==> src/hdl/segl_pkg.sv <==
// Shared constants, codes and payload types of the segment LCD frame store.
package segl_pkg;

    localparam int SEG_COUNT   = 32;
    localparam int ACTIVE_SEGS = (SEG_COUNT < 32) ? SEG_COUNT : 32;
    localparam int IDX_W       = (ACTIVE_SEGS > 1) ? $clog2(ACTIVE_SEGS) : 1;
    localparam int CNT_W       = $clog2(ACTIVE_SEGS + 1);
    localparam int ADDR_W      = 5;
    localparam int QUEUE_DEPTH = 2;
    localparam int QPTR_W      = $clog2(QUEUE_DEPTH);
    localparam int QCNT_W      = $clog2(QUEUE_DEPTH + 1);

    localparam logic [7:0] THRESHOLD_RESET = 8'd128;

    localparam logic [2:0] OP_SET       = 3'd0;
    localparam logic [2:0] OP_BLINK     = 3'd1;
    localparam logic [2:0] OP_REFRESH   = 3'd2;
    localparam logic [2:0] OP_CLEAR_ALL = 3'd3;
    localparam logic [2:0] OP_SET_ALL   = 3'd4;

    localparam logic [1:0] BLINK_OFF    = 2'd0;
    localparam logic [1:0] BLINK_IF_LIT = 2'd1;

    localparam logic [1:0] FRAME_WRITE   = 2'd0;
    localparam logic [1:0] FRAME_FILL    = 2'd1;
    localparam logic [1:0] FRAME_RESTART = 2'd2;

    typedef struct packed {
        logic [2:0] operation;
        logic [7:0] position;
        logic [1:0] value;
        logic       force_update;
        logic [7:0] blink_count;
    } in_t;

    typedef struct packed {
        logic [1:0]        frame_kind;
        logic [ADDR_W-1:0] address;
        logic [3:0]        nibble;
        logic              blink_active;
        logic              last;
    } out_t;

    typedef enum logic [1:0] {
        CMD_SET     = 2'd0,
        CMD_BLINK   = 2'd1,
        CMD_REFRESH = 2'd2,
        CMD_FILL    = 2'd3
    } cmd_kind_t;

    typedef struct packed {
        cmd_kind_t        kind;
        logic [IDX_W-1:0] seg;
        logic [3:0]       com;
        logic [1:0]       value;
        logic             force_update;
        logic             inverted;
        logic             fill_on;
    } cmd_t;

endpackage

==> src/hdl/segment_lcd_blink_framebuffer_core.sv <==
// Segment LCD frame store with blink and change tracking: top level.
// An accepted request is queued and runs once it heads the queue and the executor is idle;
// its frames go out through the result register. Set, blink and fill requests run in the idle
// state; a refresh that is not skipped scans one address per cycle over all 32 addresses,
// pausing while a held frame meets a stalled output, then sends any held final frame.
// Reset clears the store, shadow, blink flag and queue; the threshold register resets to 128.
module segment_lcd_blink_framebuffer_core import segl_pkg::*;
(
    input  logic       clk,
    input  logic       rst_n,
    input  logic       in_valid,
    output logic       in_ready,
    input  in_t        in_data,
    input  logic       cfg_valid,
    output logic       cfg_ready,
    input  logic [7:0] cfg_data,
    output logic       out_valid,
    input  logic       out_ready,
    output out_t       out_data
);

    logic push_valid;
    logic push_ready;
    cmd_t push_cmd;
    logic cmd_valid;
    logic cmd_pop;
    cmd_t cmd;

    segl_front u_front (
        .clk        (clk),
        .rst_n      (rst_n),
        .in_valid   (in_valid),
        .in_ready   (in_ready),
        .in_data    (in_data),
        .cfg_valid  (cfg_valid),
        .cfg_ready  (cfg_ready),
        .cfg_data   (cfg_data),
        .push_valid (push_valid),
        .push_ready (push_ready),
        .push_cmd   (push_cmd)
    );

    segl_fifo u_fifo (
        .clk        (clk),
        .rst_n      (rst_n),
        .push_valid (push_valid),
        .push_ready (push_ready),
        .push_cmd   (push_cmd),
        .pop_valid  (cmd_valid),
        .pop        (cmd_pop),
        .pop_cmd    (cmd)
    );

    segl_back u_back (
        .clk       (clk),
        .rst_n     (rst_n),
        .cmd_valid (cmd_valid),
        .cmd_pop   (cmd_pop),
        .cmd       (cmd),
        .out_valid (out_valid),
        .out_ready (out_ready),
        .out_data  (out_data)
    );

    assert property (@(posedge clk) disable iff (!rst_n)
        cmd_pop |-> cmd_valid)
        else $error("command taken from an empty queue");

    assert property (@(posedge clk) disable iff (!rst_n)
        (out_valid && (out_data.frame_kind == FRAME_FILL))
        |-> (out_data.last && (out_data.address == '0) && !out_data.blink_active))
        else $error("malformed fill frame");

    assert property (@(posedge clk) disable iff (!rst_n)
        (out_valid && (out_data.frame_kind == FRAME_RESTART))
        |-> (out_data.last && out_data.blink_active && (out_data.nibble == 4'h0)))
        else $error("malformed blink restart frame");

endmodule

==> src/hdl/segl_front.sv <==
// Request intake: threshold register, decode and classification into commands.
module segl_front import segl_pkg::*;
(
    input  logic       clk,
    input  logic       rst_n,
    input  logic       in_valid,
    output logic       in_ready,
    input  in_t        in_data,
    input  logic       cfg_valid,
    output logic       cfg_ready,
    input  logic [7:0] cfg_data,
    output logic       push_valid,
    input  logic       push_ready,
    output cmd_t       push_cmd
);

    logic [7:0] threshold_reg;
    logic [7:0] threshold_next;
    logic       keep;
    logic       seg_ok;
    logic [5:0] seg_wide;
    cmd_kind_t  kind_sel;

    assign cfg_ready      = 1'b1;
    assign threshold_next = (cfg_valid && cfg_ready) ? cfg_data : threshold_reg;

    always_ff @(posedge clk or negedge rst_n)
    begin
        if (!rst_n)
        begin
            threshold_reg <= THRESHOLD_RESET;
        end
        else
        begin
            threshold_reg <= threshold_next;
        end
    end

    assign seg_wide = {1'b0, in_data.position[4:0]};
    assign seg_ok   = seg_wide < 6'(ACTIVE_SEGS);

    always_comb
    begin
        keep     = 1'b0;
        kind_sel = CMD_REFRESH;
        unique case (in_data.operation) inside
            OP_SET:
            begin
                keep     = seg_ok;
                kind_sel = CMD_SET;
            end
            OP_BLINK:
            begin
                keep     = seg_ok;
                kind_sel = CMD_BLINK;
            end
            OP_REFRESH:
            begin
                keep     = 1'b1;
                kind_sel = CMD_REFRESH;
            end
            OP_CLEAR_ALL, OP_SET_ALL:
            begin
                keep     = 1'b1;
                kind_sel = CMD_FILL;
            end
            default:
            begin
                keep     = 1'b0;
                kind_sel = CMD_REFRESH;
            end
        endcase
    end

    assign push_cmd.kind         = kind_sel;
    assign push_cmd.seg          = in_data.position[IDX_W-1:0];
    assign push_cmd.com          = 4'b0001 << in_data.position[7:6];
    assign push_cmd.value        = in_data.value;
    assign push_cmd.force_update = in_data.force_update;
    assign push_cmd.inverted     = in_data.blink_count >= threshold_reg;
    assign push_cmd.fill_on      = in_data.operation == OP_SET_ALL;

    assign in_ready   = push_ready;
    assign push_valid = in_valid && keep;

endmodule

==> src/hdl/segl_fifo.sv <==
// Short command queue between intake and execution.
module segl_fifo import segl_pkg::*;
(
    input  logic clk,
    input  logic rst_n,
    input  logic push_valid,
    output logic push_ready,
    input  cmd_t push_cmd,
    output logic pop_valid,
    input  logic pop,
    output cmd_t pop_cmd
);

    cmd_t              mem [QUEUE_DEPTH];
    logic [QPTR_W-1:0] wr_ptr_reg;
    logic [QPTR_W-1:0] wr_ptr_next;
    logic [QPTR_W-1:0] rd_ptr_reg;
    logic [QPTR_W-1:0] rd_ptr_next;
    logic [QCNT_W-1:0] count_reg;
    logic [QCNT_W-1:0] count_next;
    logic              do_push;
    logic              do_pop;

    assign push_ready = count_reg != QCNT_W'(QUEUE_DEPTH);
    assign pop_valid  = count_reg != '0;
    assign pop_cmd    = mem[rd_ptr_reg];
    assign do_push    = push_valid && push_ready;
    assign do_pop     = pop && pop_valid;

    assign wr_ptr_next = do_push ? wr_ptr_reg + 1'b1 : wr_ptr_reg;
    assign rd_ptr_next = do_pop ? rd_ptr_reg + 1'b1 : rd_ptr_reg;

    always_comb
    begin
        count_next = count_reg;
        if (do_push && !do_pop)
        begin
            count_next = count_reg + 1'b1;
        end
        else if (do_pop && !do_push)
        begin
            count_next = count_reg - 1'b1;
        end
    end

    always_ff @(posedge clk or negedge rst_n)
    begin
        if (!rst_n)
        begin
            wr_ptr_reg <= '0;
            rd_ptr_reg <= '0;
            count_reg  <= '0;
        end
        else
        begin
            wr_ptr_reg <= wr_ptr_next;
            rd_ptr_reg <= rd_ptr_next;
            count_reg  <= count_next;
        end
    end

    always_ff @(posedge clk)
    begin
        if (do_push)
        begin
            mem[wr_ptr_reg] <= push_cmd;
        end
    end

endmodule

==> src/hdl/segl_back.sv <==
// Command execution: frame store, sent shadow, refresh scan and result register.
module segl_back import segl_pkg::*;
(
    input  logic clk,
    input  logic rst_n,
    input  logic cmd_valid,
    output logic cmd_pop,
    input  cmd_t cmd,
    output logic out_valid,
    input  logic out_ready,
    output out_t out_data
);

    typedef enum logic [2:0] {
        ST_IDLE = 3'b001,
        ST_SCAN = 3'b010,
        ST_TAIL = 3'b100
    } state_t;

    state_t           state_reg;
    state_t           state_next;
    logic [7:0]       pix_reg [ACTIVE_SEGS];
    logic [3:0]       shadow_reg [ACTIVE_SEGS];
    logic [CNT_W-1:0] blink_cnt_reg;
    logic [CNT_W-1:0] blink_cnt_next;
    logic             flag_reg;
    logic             flag_next;
    logic [IDX_W-1:0] idx_reg;
    logic [IDX_W-1:0] idx_next;
    logic             scan_inv_reg;
    logic             scan_force_reg;
    logic             pend_valid_reg;
    logic             pend_valid_next;
    logic [IDX_W-1:0] pend_addr_reg;
    logic [3:0]       pend_nib_reg;
    logic             out_valid_reg;
    logic             out_valid_next;
    out_t             out_data_reg;
    out_t             out_data_next;

    logic [IDX_W-1:0] rd_idx;
    logic [7:0]       cur_pix;
    logic [3:0]       cur_shadow;
    logic             out_can;
    logic             lit;
    logic             blink_on;
    logic [7:0]       set_pix;
    logic [7:0]       blink_pix;
    logic [7:0]       new_pix;
    logic             old_has;
    logic             new_has;
    logic             any_blink;
    logic             need_out;
    logic             go;
    logic             pix_we;
    logic             fill_we;
    logic [3:0]       fill_nib;
    logic             stage_en;
    logic [3:0]       want;
    logic             changed;
    logic             advance;
    logic             scan_last;
    logic             push;
    out_t             push_data;

    assign out_can    = !out_valid_reg || out_ready;
    assign rd_idx     = (state_reg == ST_SCAN) ? idx_reg : cmd.seg;
    assign cur_pix    = pix_reg[rd_idx];
    assign cur_shadow = shadow_reg[idx_reg];
    assign fill_nib   = cmd.fill_on ? 4'hf : 4'h0;
    assign any_blink  = blink_cnt_reg != '0;

    assign set_pix = ((cmd.value != BLINK_OFF) ? (cur_pix | {4'h0, cmd.com})
                                               : (cur_pix & ~{4'h0, cmd.com}))
                     & ~{cmd.com, 4'h0};
    assign lit       = (cur_pix[3:0] & cmd.com) != 4'h0;
    assign blink_on  = (cmd.value != BLINK_OFF) && !((cmd.value == BLINK_IF_LIT) && !lit);
    assign blink_pix = blink_on ? (cur_pix | {cmd.com, 4'h0}) : (cur_pix & ~{cmd.com, 4'h0});
    assign new_pix   = (cmd.kind == CMD_SET) ? set_pix : blink_pix;
    assign old_has   = cur_pix[7:4] != 4'h0;
    assign new_has   = new_pix[7:4] != 4'h0;

    assign need_out = (cmd.kind == CMD_FILL)
                   || ((cmd.kind == CMD_BLINK) && blink_on && !flag_reg);
    assign go       = (state_reg == ST_IDLE) && cmd_valid && (!need_out || out_can);
    assign cmd_pop  = go;
    assign pix_we   = go && ((cmd.kind == CMD_SET) || (cmd.kind == CMD_BLINK));
    assign fill_we  = go && (cmd.kind == CMD_FILL);

    assign stage_en  = !scan_inv_reg || (cur_pix[7:4] != 4'h0) || scan_force_reg;
    assign want      = scan_inv_reg ? (cur_pix[3:0] ^ cur_pix[7:4]) : cur_pix[3:0];
    assign changed   = stage_en && (cur_shadow != want);
    assign advance   = (state_reg == ST_SCAN) && !(changed && pend_valid_reg && !out_can);
    assign scan_last = idx_reg == IDX_W'(ACTIVE_SEGS - 1);

    always_comb
    begin
        state_next      = state_reg;
        blink_cnt_next  = blink_cnt_reg;
        flag_next       = flag_reg;
        idx_next        = idx_reg;
        pend_valid_next = pend_valid_reg;
        push            = 1'b0;
        push_data       = '0;
        unique case (state_reg)
            ST_IDLE:
            begin
                if (go)
                begin
                    unique case (cmd.kind)
                        CMD_SET:
                        begin
                            if (new_has && !old_has)
                            begin
                                blink_cnt_next = blink_cnt_reg + 1'b1;
                            end
                            else if (old_has && !new_has)
                            begin
                                blink_cnt_next = blink_cnt_reg - 1'b1;
                            end
                        end
                        CMD_BLINK:
                        begin
                            if (new_has && !old_has)
                            begin
                                blink_cnt_next = blink_cnt_reg + 1'b1;
                            end
                            else if (old_has && !new_has)
                            begin
                                blink_cnt_next = blink_cnt_reg - 1'b1;
                            end
                            if (blink_on && !flag_reg)
                            begin
                                flag_next               = 1'b1;
                                push                    = 1'b1;
                                push_data.frame_kind    = FRAME_RESTART;
                                push_data.blink_active  = 1'b1;
                                push_data.last          = 1'b1;
                            end
                        end
                        CMD_REFRESH:
                        begin
                            if (cmd.inverted && !any_blink)
                            begin
                                flag_next = 1'b0;
                            end
                            if (!cmd.inverted || any_blink || cmd.force_update)
                            begin
                                state_next      = ST_SCAN;
                                idx_next        = '0;
                                pend_valid_next = 1'b0;
                            end
                        end
                        CMD_FILL:
                        begin
                            blink_cnt_next         = '0;
                            flag_next              = 1'b0;
                            push                   = 1'b1;
                            push_data.frame_kind   = FRAME_FILL;
                            push_data.nibble       = fill_nib;
                            push_data.blink_active = 1'b0;
                            push_data.last         = 1'b1;
                        end
                        default:
                        begin
                            state_next = ST_IDLE;
                        end
                    endcase
                end
            end
            ST_SCAN:
            begin
                if (changed && pend_valid_reg && out_can)
                begin
                    push                   = 1'b1;
                    push_data.frame_kind   = FRAME_WRITE;
                    push_data.address      = ADDR_W'(pend_addr_reg);
                    push_data.nibble       = pend_nib_reg;
                    push_data.blink_active = flag_reg;
                    push_data.last         = 1'b0;
                end
                if (advance)
                begin
                    if (changed)
                    begin
                        pend_valid_next = 1'b1;
                    end
                    idx_next = idx_reg + 1'b1;
                    if (scan_last)
                    begin
                        idx_next   = '0;
                        state_next = (pend_valid_reg || changed) ? ST_TAIL : ST_IDLE;
                    end
                end
            end
            ST_TAIL:
            begin
                if (out_can)
                begin
                    push                   = 1'b1;
                    push_data.frame_kind   = FRAME_WRITE;
                    push_data.address      = ADDR_W'(pend_addr_reg);
                    push_data.nibble       = pend_nib_reg;
                    push_data.blink_active = flag_reg;
                    push_data.last         = 1'b1;
                    pend_valid_next        = 1'b0;
                    state_next             = ST_IDLE;
                end
            end
            default:
            begin
                state_next = ST_IDLE;
            end
        endcase
    end

    assign out_valid_next = push ? 1'b1 : (out_ready ? 1'b0 : out_valid_reg);
    assign out_data_next  = push ? push_data : out_data_reg;

    always_ff @(posedge clk or negedge rst_n)
    begin
        if (!rst_n)
        begin
            state_reg      <= ST_IDLE;
            blink_cnt_reg  <= '0;
            flag_reg       <= 1'b0;
            idx_reg        <= '0;
            pend_valid_reg <= 1'b0;
            out_valid_reg  <= 1'b0;
        end
        else
        begin
            state_reg      <= state_next;
            blink_cnt_reg  <= blink_cnt_next;
            flag_reg       <= flag_next;
            idx_reg        <= idx_next;
            pend_valid_reg <= pend_valid_next;
            out_valid_reg  <= out_valid_next;
        end
    end

    always_ff @(posedge clk or negedge rst_n)
    begin
        if (!rst_n)
        begin
            for (int i = 0; i < ACTIVE_SEGS; i++)
            begin
                pix_reg[i]    <= 8'h00;
                shadow_reg[i] <= 4'h0;
            end
        end
        else if (fill_we)
        begin
            for (int i = 0; i < ACTIVE_SEGS; i++)
            begin
                pix_reg[i]    <= {4'h0, fill_nib};
                shadow_reg[i] <= fill_nib;
            end
        end
        else
        begin
            if (pix_we)
            begin
                pix_reg[cmd.seg] <= new_pix;
            end
            if (advance && changed)
            begin
                shadow_reg[idx_reg] <= want;
            end
        end
    end

    always_ff @(posedge clk)
    begin
        out_data_reg <= out_data_next;
        if (go && (cmd.kind == CMD_REFRESH))
        begin
            scan_inv_reg   <= cmd.inverted;
            scan_force_reg <= cmd.force_update;
        end
        if (advance && changed)
        begin
            pend_addr_reg <= idx_reg;
            pend_nib_reg  <= want;
        end
    end

    assign out_valid = out_valid_reg;
    assign out_data  = out_data_reg;

endmodule

==> config.mk <==
export PLATFORM = sky130hd
export DESIGN_NAME = segment_lcd_blink_framebuffer_core
export DESIGN_NICKNAME = d
export VERILOG_FILES = /design/src/hdl/segl_pkg.sv /design/src/hdl/segment_lcd_blink_framebuffer_core.sv /design/src/hdl/segl_front.sv /design/src/hdl/segl_fifo.sv /design/src/hdl/segl_back.sv
export SDC_FILE = /design/constraint.sdc
export NUM_CORES = 1
export LEC_CHECK = 0
export BUFFER_PORTS_ARGS = -buffer_cell sky130_fd_sc_hd__clkbuf_2
export CAP_MARGIN = 20
export CELL_PAD_IN_SITES_DETAIL_PLACEMENT = 0
export CELL_PAD_IN_SITES_GLOBAL_PLACEMENT = 1
export CORE_ASPECT_RATIO = 1.2
export CORE_MARGIN = 1.5
export CORE_UTILIZATION = 35
export CTS_BUF_LIST = sky130_fd_sc_hd__clkbuf_8
export CTS_CLUSTER_DIAMETER = 200
export CTS_CLUSTER_SIZE = 12
export DETAILED_ROUTE_END_ITERATION = 8
export PLACE_DENSITY = 0.63
export SYNTH_ARGS = -nofsm -noshare
export SYNTH_HDL_FRONTEND = slang
export SYNTH_SLANG_ARGS = --single-unit
==> constraint.sdc <==
create_clock -name clk -period 4.5 [get_ports clk]
set_input_delay 0.225 -clock clk [delete_from_list [all_inputs] [get_ports clk]]
set_output_delay 0.225 -clock clk [all_outputs]
set_load 0.03 [all_outputs]
Yosys cells after proc, flatten, opt, wreduce, memory -nomap -nowiden
Memory sizes are Yosys's and may differ from the RTL's.
Index checks and enable logic that the tools add are counted.
Widths: inputs -> output; s select.
Word-level totals
  register bits: 437
  bits in writable memories: 32
  logic and storage cells: 284
  memories: 1
Cells by class
  add/subtract/negate cells: 7
  $lt $le $gt $ge: 7
  eq/ne operators: 24
  shifts and indexed selects: 1
  multiplexer cells: 75
  bitwise operators: 12
  reductions and logical operators: 74
Memory list
  u_fifo.mem: depth 2, bits a word 16, rd ports 1, clocked after Yosys merged registers in 0, write ports 1, line segl_fifo.sv:14  | cmd_t mem [QUEUE_DEPTH];
Operator list (number)
  $mux 256: 2
  $bwmux 256: 1
  $mux 128: 2
  $bwmux 128: 1
  $mux 8: 6
  $bmux 8 s5: 1
  $demux 8 s5: 1
  $mux 5: 6
  $logic_and 1x1->1: 26
  $and 8x8->8: 3
  $mux 4: 6
  $mux 11: 2
  $mux 3: 7
  $bmux 4 s5: 1
  $demux 4 s5: 1
  $pmux 5 s2: 2
  $ge 6x6->1 const B: 3
  $mux 6: 3
  $not 5->6: 3
  $pmux 6 s3: 1
  $mux 1: 16
  $reduce_bool 2->1: 8
  $logic_not 1->1: 14
  $lt 6x1->1 const B: 2
  other kinds (44): 82

Logic depth before layout (Yosys ltp)
Gate-level depths: netlist of the first run.
  depth after elaboration: 22
  gate-level depth with buffers: 23
  mapped depth without buffers: 19

Cells and area by module
A second synthesis of the first run with hierarchy kept.
Unflattened totals
  cell total of the unflattened synthesis: 2573
  area, all modules: 26918.3 sq um
By module, submodules not included
  segl_back: instances 1, cells an instance 2434, area an instance 24903.9 sq um, sequential area each 10756.6 sq um
  segl_fifo: instances 1, cells an instance 68, area an instance 1402.6 sq um, sequential area each 1061.0 sq um
  segl_front: instances 1, cells an instance 71, area an instance 611.8 sq um, sequential area each 201.4 sq um

Worst setup path before layout of the first run
Ideal clock, no wire load.
  path type: reg-to-reg
  from: register u_back.idx_reg[3]
  to: register u_back.blink_cnt_reg[5]
  setup time: 86 ps
  data arrival time: 4442 ps
  data required time: 4414 ps
  slack: -28 ps
  cell stages (with the launch flop): 22
  path through: dfrtp_1 clkbuf_1 nor4b_2 a21o_2 buf_4 buf_2 nor3_1 o22ai_1 a31oi_1 a221oi_1 o2111ai_1 a21oi_1 or2_2 ha_1 a21o_1 a21oi_1 o21bai_1 a21oi_1 or2_2 mux2i_1 and3_1 nor3_1
Between the ends
  longest elaborated chain between the ends: 18
  elaborated cells between the ends (all ways): 35
Ends and longest elaborated chain
  start, declared: line segl_back.sv:28  | logic [IDX_W-1:0] idx_reg;
  start signal, assigned: line segl_back.sv:236  | idx_reg <= idx_next;
  $mux 5 *: line segl_back.sv:67  | assign rd_idx = (state_reg == ST_SCAN) ? idx_reg : cmd.seg;
  $not 5->6 (implied by the code) *: line segl_back.sv:68  | assign cur_pix = pix_reg[rd_idx];
  $bmux 8 s5 *: line segl_back.sv:68
  $mux 8 (implied by the code) * (2 in series): line segl_back.sv:68
  $and 4x4->4: line segl_back.sv:76  | assign lit = (cur_pix[3:0] & cmd.com) != 4'h0;
  $reduce_bool 4->1: line segl_back.sv:76
  $logic_not 1->1: line segl_back.sv:77  | assign blink_on = (cmd.value != BLINK_OFF) && !((cmd.value == BLINK_IF_LIT) && !lit);
  $logic_and 1x1->1: line segl_back.sv:77
  $logic_not 1->1: line segl_back.sv:77
  $logic_and 1x1->1: line segl_back.sv:77
  $mux 8 / $logic_and 1x1->1 (equally long branches): line segl_back.sv:78, segl_back.sv:84
  $mux 8 / $logic_and 1x1->1 (equally long branches): line segl_back.sv:79, segl_back.sv:84
  $reduce_bool 4->1 / $logic_or 1x1->1 (equally long branches): line segl_back.sv:81, segl_back.sv:84
  $logic_not 1->1 (on tied branches): line segl_back.sv:117, segl_back.sv:128, segl_back.sv:85
  $logic_and 1x1->1 / $logic_or 1x1->1 (equally long branches): line segl_back.sv:117, segl_back.sv:128, segl_back.sv:85
  $ne 3x1->1 (no source line) / $logic_and 1x1->1 (equally long branches)
  $reduce_and 4->1 (no source line)
  end signal, assigned: line segl_back.sv:234  | blink_cnt_reg <= blink_cnt_next;
  end, declared: line segl_back.sv:24  | logic [CNT_W-1:0] blink_cnt_reg;
Mark *: on every way between the ends. The rest lies on a longest branch, timed or not. The select of a mux whose other input is x is not followed.
A chain may end at the register's enable or synchronous reset.

Worst setup path in the final report of the first run
  from: register u_back.state_reg[2]
  to: register u_back.shadow_reg[82] (netlist bit)
Between the ends
  longest elaborated chain between the ends: 20
  elaborated cells between the ends (all ways): 37
Ends and longest elaborated chain
  start, declared: line segl_back.sv:20  | state_t state_reg;
  start signal, assigned: line segl_back.sv:233  | state_reg <= state_next;
  $eq 3x2->1: line segl_back.sv:67, segl_back.sv:93
  $mux 5: line segl_back.sv:67
  $not 5->6 (implied by the code): line segl_back.sv:68
  $bmux 8 s5: line segl_back.sv:68
  $mux 8 (implied by the code) (2 in series): line segl_back.sv:68
  $and 4x4->4: line segl_back.sv:76
  $reduce_bool 4->1: line segl_back.sv:76
  $logic_not 1->1: line segl_back.sv:77
  [2 not listed]
  $logic_and 1x1->1: line segl_back.sv:77
  $logic_and 1x1->1 (2 in series): line segl_back.sv:84  | || ((cmd.kind == CMD_BLINK) && blink_on && !flag_reg);
  $logic_or 1x1->1: line segl_back.sv:84
  $logic_not 1->1: line segl_back.sv:85  | assign go = (state_reg == ST_IDLE) && cmd_valid && (!need_out || out_can);
  $logic_or 1x1->1: line segl_back.sv:85
  $logic_and 1x1->1: line segl_back.sv:85
  $logic_and 1x1->1: line segl_back.sv:88  | assign fill_we = go && (cmd.kind == CMD_FILL);
  $mux 128 / $reduce_bool 2->1 (equally long branches)
  end signal, assigned by index: line segl_back.sv:257  | shadow_reg[i] <= fill_nib;
  end signal, assigned by index: line segl_back.sv:268  | shadow_reg[idx_reg] <= want;
  end, declared: line segl_back.sv:23  | logic [3:0] shadow_reg [ACTIVE_SEGS];
Several ways; a longest one is shown, not always the timed one. The select of a mux whose other input is x is not followed.

==> results of run 1 <==
## through the flow
stage / setup WS, ns / hold WS (ns)
after global placement: -0.541 / 0.356
after CTS: -0.114 / 0.0263
after floorplan: 0.0442 / -0.0706
final: -0.171 / 0.0657
after detailed placement: -0.641 / 0.367
after global routing: -0.328 / 0.0579
## worst min path at each step
| stage | startpoint | slack, ns | endpoint | cells past startpoint |
|---|---|---|---|---|
| after CTS | in_data[6] | 0.03 | u_fifo.mem[1][1] | 4 |
| final | in_data[6] | 0.07 | u_fifo.mem[0][1] | 4 |
| after global routing | out_ready | 0.06 | u_back.state_reg[2] | 3 |
| after floorplan | rst_n | -0.07 | u_back.blink_cnt_reg[0] | 0 |
| after detailed placement | rst_n | 0.37 | u_back.pix_reg[239] | 1 |
| after global placement | rst_n | 0.36 | u_back.pix_reg[239] | 1 |
## cell usage after synthesis (38+ instances only)
master    number  area, sq um
a211oi_1      44          330
a21oi_1      257         1290
buf_2         40          200
clkbuf_1     151          567
dfrtp_1      411        10300
edfxtp_1      56         1680
inv_1         47          176
mux2_2        62          698
mux2i_1       69          691
mux4_2        38          856
nand2_1      405         1520
nand3_1       53          265
nor2_1       159          597
o21ai_0      274         1370
## timing repair
| action | in CTS | in global routing |
|---|---|---|
| hold buffers | 42 | 0 |
| endpoints found under the hold margin | 136 | 0 |
| setup buffers | 26 | 7 |
| gates resized for setup | 137 | 60 |
| endpoints found under the setup margin | 306 | 265 |
| cloned | 5 | 0 |
| pin swaps | 26 | 31 |
## report_power, final
part	internal, mW	total (mW)	switching [mW]
logic	8.53	20.2	11.7
clock network	0.952	2.50	1.55
registers	5.98	7.21	1.23
## worst register-to-register path: stages, from the launching register on
cell and delay (ns):
dfrtp_1 0.42, buf_4 0.15, or3b_4 0.41, a21o_4 0.29, buf_12 0.17, a221oi_4 0.32, nor3_2 0.08, o22ai_2 0.28
a31oi_1 0.13, buf_4 0.17, o22ai_1 0.24, buf_4 0.18, buf_4 0.10, o21ai_1 0.06, nand4b_1 0.14, buf_4 0.14
o21ai_4 0.10, buf_12 0.16, buf_16 0.13, buf_4 0.14, buf_4 0.15, or4_1 0.52, nand3_1 0.11
## routing by layer
layer / global-route usage (%) / up-vias / routed length, um
met5: 0 / - / 0
met4: 14.7 / 0 / 6270
met3: 3.47 / 246 / 4550
met2: 49.3 / 773 / 51400
met1: 33.0 / 11600 / 39400
li1: - / 10200 / -
## logic make-up (layout without fill, tap and decap cells)
kind of cell | Yosys count | count (layout) | synth area share, %
AO/OA/AOI/OAI | 869 | 870 | 22.1
AND/OR/NAND/NOR | 808 | 809 | 14.5
flip-flops | 469 | 469 | 48.2
buffers and inverters | 266 | 592 | 4.47
multiplexers | 171 | 171 | 9.10
adder cells (fa/ha/maj) | 19 | 19 | 0.984
XOR/XNOR | 15 | 15 | 0.557
other | 1 | 2 | 0.0150
## area by class of cell
| type | instances | area share (%) |
|---|---|---|
| clock buffers | 47 | 2.08 |
| diodes | 1 | 0.00803 |
| inverters | 48 | 0.578 |
| multi-input cells | 1885 | 41.0 |
| flip-flops and latches | 469 | 38.6 |
| well taps | 926 | 3.72 |
| repair buffers | 482 | 13.8 |
| clock inverters | 15 | 0.217 |
==> out/qor.yml, run 1 <==
numPortBuffers: 48
stdcell_count: 3873
drv_slew: 0
ys.flop_type: "dfrtp_1"
fill_cells: 6866
grt_max_degree: 124
critPathLaunchType: "flop"
critPathKind: "flop to flop"
critPathSlowestCell: "or4_1"
first_pass_iters: 6
io_pins: 51
min_path_type: "input pin to flop"
status: "finished, violations left"
endpoint_kind: "flop"
ys_warn_count: 0
die_h_um: 295
fmax_ghz: 0.214
cts_tree: "done"
grt.total_usage_pct: 27.9
p_per_area_nw_per_um2: 961
hold_violations: 0
grt_pass1_vias: 23100
r2r-end: "u_back.shadow_reg[82]"
setup_violations: 59
period_share_pct: 104
clk_latency_ns: 0.68
mappedNetlistArea_sq_um: 24900
die_area_sq_um: 72800
start_util_pct: 35.3
ff2ff_path_depth: 22
place_inst: 3730
core_area_sq_um: 70700
clkSlewWorstSetupHoldPaths_ns: 0.11
period_minus_slack_ns: 4.67
fin_tns_setup_ns: -4.26
rsz0062_at_grt: "yes"
synth_edf_count: 56
grt_pass1_wl_mm: 151
dp_hpwl_mm: 71.6
totalPowerFinal_mw: 29.9
ant_nets: 0
violations: "setup timing"
slowest_delay_ns: 0.52
worst_slew_margin_rel_pct: 35.1
area_growth_pct: 24.9
setup_ws_ns: -0.171
root_buffer: "clkbuf_8"
drive_gt1_share_pct: 25.8
clock_skew_ns: 0.0519
fin_area_sq_um: 31100
cp.required_ns: 5.10
final_common_cell: "dfrtp_1"
crit_chain: "buf_4 -> or3b_4 -> a21o_4 -> buf_12 -> a221oi_4 -> nor3_2 -> o22ai_2 -> a31oi_1 -> buf_4 -> o22ai_1 -> buf_4 -> buf_4 -> o21ai_1 -> nand4b_1 -> buf_4 -> o21ai_4 -> buf_12 -> buf_16 -> buf_4 -> buf_4 -> or4_1 -> nand3_1"
die_w_um: 247
postLayoutCoreUtil_pct: 44.1
largest_register_ffs: 256
wl_mm: 102
critPathMostFrequentCell: "buf_4"
synth_seq_area_share_pct: 48.2
grt-ovfl-total: 0
arrival_ns: 5.27
vias: 22800
worst_pin_slew_ns: 0.973
std_cell_rows: 107
r2r_start: "u_back.state_reg[2]"
timing.critical_path.from: "u_back.state_reg[2]"
wire_per_inst_um: 26.2
worst-path-stages: 22
critPathBufInv: 10
drtIter0Drc: 1900
syn_nets: 2672
p_leak_nw: 13.1
numClockSinks: 469
clockBufferDepth: 3
grt_antenna_before_repair: 2
synthDistinctLibCells: 90
final_cell_mix: "408 x dfrtp_1, 402 x nand2_1, 323 x buf_4"
synth-seq-cells: 469
numCtsBuffers: 45
multi_input_area_sq_um: 12800
synth_cells: 2618
drv_cap: 0
placed_area_sq_um: 28600
ff2ff_setup_slack_ns: -0.17
avgSynthCellArea_sq_um: 9.52
ys_async_sr_fraction_pct: 88.1
htreeDepth: 2
peakVddDrop_mv: 0.657
nNetsFinal: 2985
cpLargestDelayFamily: "buffers and inverters"
drcViolationCount: 0
final-seq-area_sq_um: 12000
gp_congestion: 0.973
cp_max_fo: 15
viasPerCell: 5.88
crit_end: "u_back.shadow_reg[82]"
Power figures use the tool's default switching activity.
==> run 2, diff against run 1 <==
Settings changed: RECOVER_POWER set to 25.
==> out/qor.yml, run 2 (synthesized netlist as in run 1, its figures left out) <==
final_common_cell: "dfrtp_1"  # unchanged
fmax_ghz: 0.215  # was 0.214 GHz
postLayoutCoreUtil_pct: 44.0  # was 44.1%
fill_cells: 6877  # was 6,866
arrival_ns: 5.26  # was 5.27 ns
clk_latency_ns: 0.68  # about the same
p_per_area_nw_per_um2: 962  # was 961 nW/um^2
placed_area_sq_um: 28600  # unchanged
nNetsFinal: 2985  # unchanged
wire_per_inst_um: 26.3  # was 26.2 um
numClockSinks: 469  # unchanged
final_cell_mix: "408 x dfrtp_1, 402 x nand2_1, 320 x buf_4"  # was 408 x dfrtp_1, 402 x nand2_1, 323 x buf_4
fin_tns_setup_ns: -3.03  # was -4.26 ns
totalPowerFinal_mw: 29.9  # about the same
period_minus_slack_ns: 4.66  # was 4.67 ns
clkSlewWorstSetupHoldPaths_ns: 0.11  # about the same
cp_max_fo: 15  # unchanged
drtIter0Drc: 1988  # was 1,900
p_leak_nw: 13.1  # about the same
grt_pass1_vias: 23100  # unchanged
hold_depth: 4  # unchanged
setup_ws_ns: -0.160  # was -0.171 ns
worst_pin_slew_ns: 2.87  # was 0.973 ns
critPathKind: "flop to flop"  # unchanged
core_area_sq_um: 70700  # unchanged
grt_max_degree: 124  # unchanged
hold_violations: 0  # unchanged
stdcell_count: 3873  # unchanged
htreeDepth: 2  # unchanged
drcViolationCount: 0  # unchanged
violations: "capacitance limit, slew limit, setup timing"  # was setup timing
std_cell_rows: 107  # unchanged
grt_antenna_before_repair: 2  # unchanged
grt.total_usage_pct: 27.9  # unchanged
numCtsBuffers: 45  # unchanged
drive_gt1_share_pct: 25.4  # was 25.8%
area_growth_pct: 24.7  # was 24.9%
start_util_pct: 35.3  # unchanged
wl_mm: 102  # about the same
ant_nets: 0  # unchanged
viasPerCell: 5.89  # was 5.88
clockBufferDepth: 3  # unchanged
gp_congestion: 0.973  # unchanged
numPortBuffers: 48  # unchanged
largest_register_ffs: 256  # unchanged
root_buffer: "clkbuf_8"  # unchanged
die_area_sq_um: 72800  # unchanged
ff2ff_path_depth: 22  # unchanged
critPathLaunchType: "flop"  # unchanged
cts_tree: "done"  # unchanged
status: "finished, violations left"  # unchanged
worst_slew_margin_rel_pct: -91.5  # was 35.1%
cp.required_ns: 5.10  # about the same
endpoint_kind: "flop"  # unchanged
grt_pass1_wl_mm: 151  # unchanged
die_h_um: 295  # unchanged
peakVddDrop_mv: 0.663  # was 0.657 mV
grt-ovfl-total: 0  # unchanged
first_pass_iters: 7  # was 6
period_share_pct: 104  # about the same
vias: 22800  # about the same
clock_skew_ns: 0.0454  # was 0.0519 ns
rsz0062_at_grt: "yes"  # unchanged
dp_hpwl_mm: 71.6  # unchanged
fin_area_sq_um: 31100  # about the same
setup_violations: 53  # was 59
drv_cap: 3  # was 0
io_pins: 51  # unchanged
die_w_um: 247  # unchanged
place_inst: 3730  # unchanged
drv_slew: 177  # was 0
whs_ns: 0.0693  # was 0.0657 ns
dp_slack_ns: -0.641  # unchanged
min_path_type: "input pin to flop"  # unchanged
[run 2: cell count changes in the layout (fill, tap and decap cells not counted), sizes merged]
cell / before / now
buf: 393 / 388
clkbuf: 94 / 99
[run 2: layout make-up]
cell class	count	area (sq um)	share of cell area, %
diodes	1	2.50	0.00805
well taps	926	1160	3.73
repair buffers	482	4250	13.7
multi-input cells	1885	12800	41.1
clock inverters	15	67.6	0.217
flip-flops and latches	469	12000	38.7
inverters	48	180	0.579
clock buffers	47	647	2.08
[run 2: worst max-delay path, stage by stage, from the launching register on]
cell and delay, ns:
dfrtp_1 0.42, buf_4 0.16, or3b_4 0.41, a21o_4 0.29
buf_12 0.17, a221oi_4 0.32, nor3_2 0.08, o22ai_2 0.26
a31oi_1 0.13, buf_4 0.17, o22ai_1 0.24, buf_4 0.18
buf_4 0.10, o21ai_1 0.06, nand4b_1 0.14, buf_4 0.14
o21ai_4 0.10, buf_12 0.15, buf_16 0.12, buf_4 0.14
buf_4 0.14, or4_1 0.52, nand3_1 0.11
[run 2: power by group]
group | total (mW) | switching [mW] | internal (mW)
Combinational | 20.2 | 11.7 | 8.53
Clock | 2.50 | 1.55 | 0.953
Sequential | 7.21 | 1.23 | 5.98
Total | 29.9 | 14.4 | 15.5
[run 2: worst paths after layout]
path / from / end / slack (ns)
worst max register to register: u_back.state_reg[2] / u_back.shadow_reg[82] / -0.16
worst max-delay path: u_back.state_reg[2] / u_back.shadow_reg[82] / -0.16
worst min-delay path: in_data[6] / u_fifo.mem[0][1] / 0.07
max in group asynchronous: rst_n / u_fifo.rd_ptr_reg / 0.65
min in group asynchronous: rst_n / u_back.pix_reg[241] / 1.02
worst min register to register: u_back.pix_reg[119] / u_back.pix_reg[119] / 0.48
[run 2: timing repair]
action | in CTS | in global routing
cloned | 5 | 0
endpoints found under the setup margin | 306 | 265
hold buffers | 42 | 0
pin swaps | 26 | 31
gates resized for setup | 137 | 60
setup buffers | 26 | 7
hold endpoints to repair | 136 | 0
[run 2: metal layers]
layer / GRT usage (%) / wire length (um) / vias to the layer above
met5: 0 / 0 / -
met4: 14.7 / 6220 / 0
met3: 3.47 / 4650 / 250
met2: 49.3 / 51300 / 774
met1: 33.0 / 39600 / 11600
li1: - / - / 10200
